[src/rtl/vpbd_pkg.sv]
// Shared types, mode codes and palette for the VGA pixel byte decoder.
package vpbd_pkg;

    localparam logic [2:0] MODE_TEXT     = 3'd0;
    localparam logic [2:0] MODE_PLANAR   = 3'd1;
    localparam logic [2:0] MODE_SHIFT256 = 3'd2;
    localparam logic [2:0] MODE_MONO     = 3'd3;
    localparam logic [2:0] MODE_2BPP     = 3'd4;

    localparam logic [23:0] MONO_ON_COLOR = 24'h8080ff;

    typedef struct packed {
        logic [2:0] mode;
        logic [7:0] plane0_byte;
        logic [7:0] plane1_byte;
        logic [7:0] plane2_byte;
        logic [7:0] plane3_byte;
    } item_t;

    typedef struct packed {
        logic [23:0] color;
        logic [23:0] back_color;
        logic [7:0]  char_code;
        logic        last;
    } pix_t;

    function automatic logic [23:0] palette16(input logic [3:0] idx);
        logic [23:0] c;
        unique case (idx)
            4'd0:  c = 24'h000000;
            4'd1:  c = 24'h800000;
            4'd2:  c = 24'h008000;
            4'd3:  c = 24'h808000;
            4'd4:  c = 24'h000080;
            4'd5:  c = 24'h800080;
            4'd6:  c = 24'h008080;
            4'd7:  c = 24'hc0c0c0;
            4'd8:  c = 24'h808080;
            4'd9:  c = 24'hff0000;
            4'd10: c = 24'h00ff00;
            4'd11: c = 24'hffff00;
            4'd12: c = 24'h0000ff;
            4'd13: c = 24'hff00ff;
            4'd14: c = 24'h00ffff;
            default: c = 24'hffffff;
        endcase
        return c;
    endfunction

    function automatic logic mode_valid(input logic [2:0] mode);
        return (mode <= MODE_2BPP);
    endfunction

endpackage

[src/rtl/vpbd_cfg.sv]
// Configuration register file holding the pixel mode.
module vpbd_cfg
    import vpbd_pkg::*;
(
    input  logic        clk,
    input  logic        rst_n,
    input  logic        psel,
    input  logic        penable,
    input  logic        pwrite,
    input  logic [2:0]  paddr,
    input  logic [31:0] pwdata,
    output logic [31:0] prdata,
    output logic        pready,
    output logic [2:0]  pixel_mode
);

    logic [2:0] pixel_mode_reg;
    logic       wr_en;

    assign pready = 1'b1;
    assign wr_en  = psel && penable && pwrite && !paddr[2];

    always_ff @(posedge clk or negedge rst_n)
    begin
        if (!rst_n)
        begin
            pixel_mode_reg <= MODE_PLANAR;
        end
        else if (wr_en)
        begin
            pixel_mode_reg <= pwdata[2:0];
        end
    end

    assign prdata     = paddr[2] ? 32'd0 : {29'd0, pixel_mode_reg};
    assign pixel_mode = pixel_mode_reg;

endmodule

[src/rtl/vpbd_pixel_sel.sv]
// Per-pixel decode: picks pixel k of a fetch; every mode but mono maps it via the palette.
module vpbd_pixel_sel
    import vpbd_pkg::*;
(
    input  item_t      item,
    input  logic [2:0] k,
    output pix_t       pix
);

    logic [2:0] bit_sel;
    logic [2:0] hi_sel;
    logic [2:0] lo_sel;
    logic [3:0] planar_idx;

    assign bit_sel = ~k;
    assign hi_sel  = {~k[1:0], 1'b1};
    assign lo_sel  = {~k[1:0], 1'b0};

    assign planar_idx = {item.plane3_byte[bit_sel], item.plane2_byte[bit_sel],
                         item.plane1_byte[bit_sel], item.plane0_byte[bit_sel]};

    always_comb
    begin
        pix = '0;
        unique case (item.mode)
            MODE_TEXT:
            begin
                pix.color      = palette16(item.plane1_byte[3:0]);
                pix.back_color = palette16(item.plane1_byte[7:4]);
                pix.char_code  = item.plane0_byte;
                pix.last       = 1'b1;
            end
            MODE_PLANAR:
            begin
                pix.color = palette16(planar_idx);
                pix.last  = (k == 3'd7);
            end
            MODE_SHIFT256:
            begin
                pix.color = palette16(item.plane0_byte[3:0]);
                pix.last  = 1'b1;
            end
            MODE_MONO:
            begin
                pix.color = item.plane0_byte[bit_sel] ? MONO_ON_COLOR : 24'd0;
                pix.last  = (k == 3'd7);
            end
            MODE_2BPP:
            begin
                pix.color = palette16({2'b00, item.plane0_byte[hi_sel],
                                       item.plane0_byte[lo_sel]});
                pix.last  = (k == 3'd3);
            end
            default:
            begin
                pix = '0;
            end
        endcase
    end

endmodule

[src/rtl/vga_pixel_byte_decoder_unit.sv]
// Top level of the VGA pixel byte decoder: fetch register, pixel serializer and result register.
//
// Usage:
//   Input channel (in_valid/in_stall) carries one display fetch of four plane bytes.
//   Output channel (out_valid/out_stall) carries one pixel per request: color,
//   back_color, char_code and last, which marks the final pixel of a fetch.
//   The APB port holds pixel_mode at address 0; write it only while the block is idle.
//   A fetch is held in the fetch register and decoded one pixel per cycle into the
//   result register while the receiver does not stall. The first pixel goes from the
//   fetch register into the result register when the result register can advance. A fetch
//   yields 8 pixels in planar and mono mode, 4 in 2bpp mode and 1 in text and shift256 mode.
//   The next fetch is taken in the cycle its predecessor's last pixel advances, so
//   fetches follow back to back. Fetches in unused modes are taken and dropped.
//   When the receiver stalls, the result register and the fetch register hold and
//   in_stall rises once the fetch register is occupied.
//   Reset clears both valid flags and sets pixel_mode to planar 16-color.
module vga_pixel_byte_decoder_unit
    import vpbd_pkg::*;
(
    input  logic        clk,
    input  logic        rst_n,
    input  logic        psel,
    input  logic        penable,
    input  logic        pwrite,
    input  logic [2:0]  paddr,
    input  logic [31:0] pwdata,
    output logic [31:0] prdata,
    output logic        pready,
    input  logic        in_valid,
    output logic        in_stall,
    input  logic [7:0]  plane0_byte,
    input  logic [7:0]  plane1_byte,
    input  logic [7:0]  plane2_byte,
    input  logic [7:0]  plane3_byte,
    output logic        out_valid,
    input  logic        out_stall,
    output logic [23:0] color,
    output logic [23:0] back_color,
    output logic [7:0]  char_code,
    output logic        last
);

    logic [2:0] pixel_mode;
    item_t      item_reg;
    logic       a_valid_reg;
    logic [2:0] k_reg;
    pix_t       pix;
    pix_t       out_reg;
    logic       out_valid_reg;
    logic       out_adv;
    logic       a_adv;
    logic       a_done;
    logic       in_accept;

    vpbd_cfg u_cfg (
        .clk        (clk),
        .rst_n      (rst_n),
        .psel       (psel),
        .penable    (penable),
        .pwrite     (pwrite),
        .paddr      (paddr),
        .pwdata     (pwdata),
        .prdata     (prdata),
        .pready     (pready),
        .pixel_mode (pixel_mode)
    );

    vpbd_pixel_sel u_sel (
        .item (item_reg),
        .k    (k_reg),
        .pix  (pix)
    );

    assign out_adv   = !out_valid_reg || !out_stall;
    assign a_adv     = a_valid_reg && out_adv;
    assign a_done    = a_adv && pix.last;
    assign in_stall  = a_valid_reg && !a_done;
    assign in_accept = in_valid && !in_stall;

    always_ff @(posedge clk or negedge rst_n)
    begin
        if (!rst_n)
        begin
            a_valid_reg <= 1'b0;
            k_reg       <= 3'd0;
        end
        else if (in_accept)
        begin
            a_valid_reg <= mode_valid(pixel_mode);
            k_reg       <= 3'd0;
        end
        else if (a_done)
        begin
            a_valid_reg <= 1'b0;
        end
        else if (a_adv)
        begin
            k_reg <= k_reg + 3'd1;
        end
    end

    always_ff @(posedge clk)
    begin
        if (in_accept)
        begin
            item_reg.mode        <= pixel_mode;
            item_reg.plane0_byte <= plane0_byte;
            item_reg.plane1_byte <= plane1_byte;
            item_reg.plane2_byte <= plane2_byte;
            item_reg.plane3_byte <= plane3_byte;
        end
    end

    always_ff @(posedge clk or negedge rst_n)
    begin
        if (!rst_n)
        begin
            out_valid_reg <= 1'b0;
        end
        else if (out_adv)
        begin
            out_valid_reg <= a_valid_reg;
        end
    end

    always_ff @(posedge clk)
    begin
        if (a_adv)
        begin
            out_reg <= pix;
        end
    end

    assign out_valid  = out_valid_reg;
    assign color      = out_reg.color;
    assign back_color = out_reg.back_color;
    assign char_code  = out_reg.char_code;
    assign last       = out_reg.last;

`ifndef SYNTHESIS
    a_load_valid_mode: assert property (@(posedge clk) disable iff (!rst_n)
        in_accept && mode_valid(pixel_mode) |=> a_valid_reg && k_reg == 3'd0)
        else $error("valid-mode fetch not loaded");

    a_drop_unused_mode: assert property (@(posedge clk) disable iff (!rst_n)
        in_accept && !mode_valid(pixel_mode) |=> !a_valid_reg)
        else $error("unused-mode fetch not dropped");

    a_k_in_range: assert property (@(posedge clk) disable iff (!rst_n)
        a_valid_reg && item_reg.mode == MODE_2BPP |-> k_reg <= 3'd3)
        else $error("pixel index past end of 2bpp fetch");

    a_last_frees: assert property (@(posedge clk) disable iff (!rst_n)
        a_done && !in_valid |=> !a_valid_reg)
        else $error("fetch register not freed after last pixel");
`endif

endmodule

[config.mk]
export PLATFORM = sky130hd
export DESIGN_NAME = vga_pixel_byte_decoder_unit
export DESIGN_NICKNAME = d
export VERILOG_FILES = /design/src/rtl/vpbd_pkg.sv /design/src/rtl/vpbd_cfg.sv /design/src/rtl/vpbd_pixel_sel.sv /design/src/rtl/vga_pixel_byte_decoder_unit.sv
export SDC_FILE = /design/constraint.sdc
export NUM_CORES = 1
export LEC_CHECK = 0
export BUFFER_PORTS_ARGS = -buffer_cell sky130_fd_sc_hd__buf_4
export CAP_MARGIN = 20
export CORE_MARGIN = 2
export CORE_UTILIZATION = 46
export CTS_BUF_LIST = sky130_fd_sc_hd__clkbuf_2
export CTS_CLUSTER_SIZE = 8
export DETAILED_ROUTE_END_ITERATION = 7
export GPL_ROUTABILITY_DRIVEN = 0
export PLACE_DENSITY = 0.82
export SLEW_MARGIN = 5
export SYNTH_ARGS = -nofsm -noshare
export SYNTH_HDL_FRONTEND = slang
export SYNTH_SLANG_ARGS = --single-unit
[constraint.sdc]
create_clock -name clk -period 1.9 [get_ports clk]
set_input_delay 0.285 -clock clk [delete_from_list [all_inputs] [get_ports clk]]
set_output_delay 0.285 -clock clk [all_outputs]
set_load 0.02 [all_outputs]
==> out/metrics.yaml <==
layout-drive-gt1-share_pct: 38.5
synth_top_area_cell: "edfxtp_1"
cts_made_buffers: 9
finalClockSkew_ns: 0.0235
hold_path.class: "input port to asynchronous set/reset pin"
power_leakage_uw: 0.00262
path_delay_family: "flip-flops"
power.density_nw_per_um2: 1130
route.vias.total: 3339
yosys-top-cells-area: "edfxtp_1 (42%), buf_4 (10%), dfxtp_1 (8.1%)"
rsz0062_at_grt: "true"
worstReg2RegStart: "k_reg[0]$_DFFE_PN0P_"
cts_tree: "built"
crit_buf_inv: 4
synth_compound_area_share_pct: 7.30
yosysSeqAreaShare_pct: 54.6
synth_mux_area_share_pct: 10.6
syn_to_final_growth_pct: 35.7
violations: "negative setup slack"
cts_buffer_depth: 2
die_h_um: 102
cp-startpoint: "k_reg[0]$_DFFE_PN0P_"
dp_worst_setup_slack_ns: -0.145
synth-simple-area-share_pct: 13.2
cp_max_fo: 3
wl_per_cell_um: 15.1
status: "finished with violations"
cap_violations: 0
hpwl_mm: 6.57
ys_warn_count: 0
ys_top_cells_by_count: "buf_4 (62), edfxtp_1 (62), nor2_1 (36)"
htree_levels: 3
synth_xor_area_share_pct: 0.395
antenna_found_initial: 0
critical_path_class: "flip-flop to primary output"
dieArea_um2: 10500
drv_slew: 0
grt_remaining_overflow: 0
finalSetupViolations: 46
syn_inst: 382
finalCritPeriodShare_pct: 119
grt_use_total_pct: 17.7
clock_latency_ns: 0.53
synth_area_um2: 4440
dp_cells: 600
fin_util_pct: 64.9
antenna_left: 0
async_flop_share_pct: 9.09
start_util_pct: 47.8
routed_wirelength_mm: 10.1
port_buffers: 104
nets: 605
io_pins: 166
synth-edff-count: 62
fin_ws_ns: -0.363
synth_top_area_share_pct: 42.0
vias_per_cell: 5.03
instances_no_fill: 664
synth_seq_cells: 88
fmax_mhz: 442
synth_adder_area_share_pct: 0.282
cpMaxStageDelayCell: "dfrtp_1"
critPathCaptureType: "primary output"
root_buffer: "clkbuf_2"
start_kind: "flip-flop"
synth_top_family_by_area: "buffers and inverters"
grt_pass1_wl_mm: 14.1
core-area_um2: 9280
worstPathArrival_ns: 1.98
cts_num_sinks: 88
drt_iter0_markers: 283
ys.flop_type: "edfxtp_1"
max_stage_delay_ns: 0.46
crit_chain: "buf_12 -> ha_4 -> a21boi_2 -> a2bb2oi_2 -> o21ai_2 -> buf_6 -> inv_2 -> buf_6"
finalSetupTns_ns: -3.58
clk_pin_slew_ns: 0.23
finalHoldViolations: 0
grt_pass1_vias: 3042
drc: 0
required_ns: 1.62
grt_max_degree: 29
row_count: 35
period_minus_slack_ns: 2.26
ir_drop_v: 0.000744
die_width_um: 102
critPathMostFrequentCell: "buf_6"
diodes: 0
dr.pass1.iters: 6
ys_types: 48
synth_area_per_cell_um2: 11.6
timing repair:
item                                    in CTS  in global routing
hold buffers                                37                  0
gates resized for setup                     12                 26
pin swaps                                    2                  4
setup buffers                                3                  3
endpoints found under the setup margin      66                 66
cloned                                       0                  6
endpoints found under the hold margin       44                  0
kinds of logic (layout without fill, tap and decap cells):
kind of cell | Yosys count | in the layout
AO/OA/AOI/OAI | 49 | 49
XOR/XNOR | 2 | 2
adder cells (fa/ha/maj) | 1 | 1
buffers and inverters | 89 | 214
flip-flops | 88 | 88
multiplexers | 34 | 34
other | 2 | 30
AND/OR/NAND/NOR | 117 | 117
cell usage in the layout, fill, tap and decap left out, drive strengths merged, types with 8 or more instances in the layout:
| cell | synthesis | layout |
|---|---|---|
| conb | 2 | 30 |
| buf | 70 | 151 |
| nor2 | 36 | 36 |
| dlygate4sd3 | 0 | 37 |
| clkbuf | 13 | 15 |
| and2 | 9 | 9 |
| mux4 | 8 | 8 |
| edfxtp | 62 | 62 |
| mux2i | 21 | 21 |
| a21oi | 9 | 9 |
| o21ai | 12 | 12 |
| nand2 | 31 | 31 |
| a21o | 12 | 12 |
| nor2b | 8 | 8 |
| dfxtp | 18 | 18 |
stage by stage:
step,total power [µW],cell area (µm²),hold slack (ns)
global route,7140,6020,0.0180
finish,6790,6020,0.0691
detailed placement,5490,5250,0.109
floorplan,4540,4550,-0.0106
CTS,6520,5790,0.0259
global placement,5410,5250,0.106
per-layer routing:
| layer | GRT usage (%) | share of wire (%) | routed length (µm) |
|---|---|---|---|
| met1 | 20.2 | 36 | 3660 |
| met2 | 32.0 | 53 | 5310 |
| met3 | 4.65 | 8.3 | 839 |
| met4 | 6.46 | 2.4 | 245 |
| met5 | 0 | 0 | 0 |
layout make-up:
cell class	count	area, µm²
clock buffer	11	55.1
multi-input combinational	233	1610
timing repair buffer	192	1680
sequential	88	2430
clock inverter	5	57.6
fill	635	3260
tap	129	161
inverter	6	35.0
worst reg2reg max path, delay by kind of cell, from the launching register on:
kind                   cells  cell delay [ns]
multiplexers               2             0.84
AND/OR/NAND/NOR            2             0.28
AO/OA/AOI/OAI              1             0.12
flip-flops                 1             0.45
buffers and inverters      2             0.32
report_power, final:
| group | internal (µW) | switching, µW |
|---|---|---|
| combinational | 1550 | 1580 |
| sequential | 2530 | 223 |
| clock | 310 | 600 |
worst paths after layout:
kind	cells after the start	to	slack, ns
min	2	a_valid_reg$_DFFE_PN0P_	0.07
max reg2reg	7	color[6]$_SDFFCE_PN0P_	-0.35
max	8	in_stall	-0.36
max in group asynchronous	2	u_cfg.pixel_mode[0]$_DFFE_PN1P_	1.61
min reg2reg	0	item_reg[32]$_DFFE_PN_	0.55
min in group clk	3	a_valid_reg$_DFFE_PN0P_	0.07
Note: power is estimated with default switching activity, not from simulation.
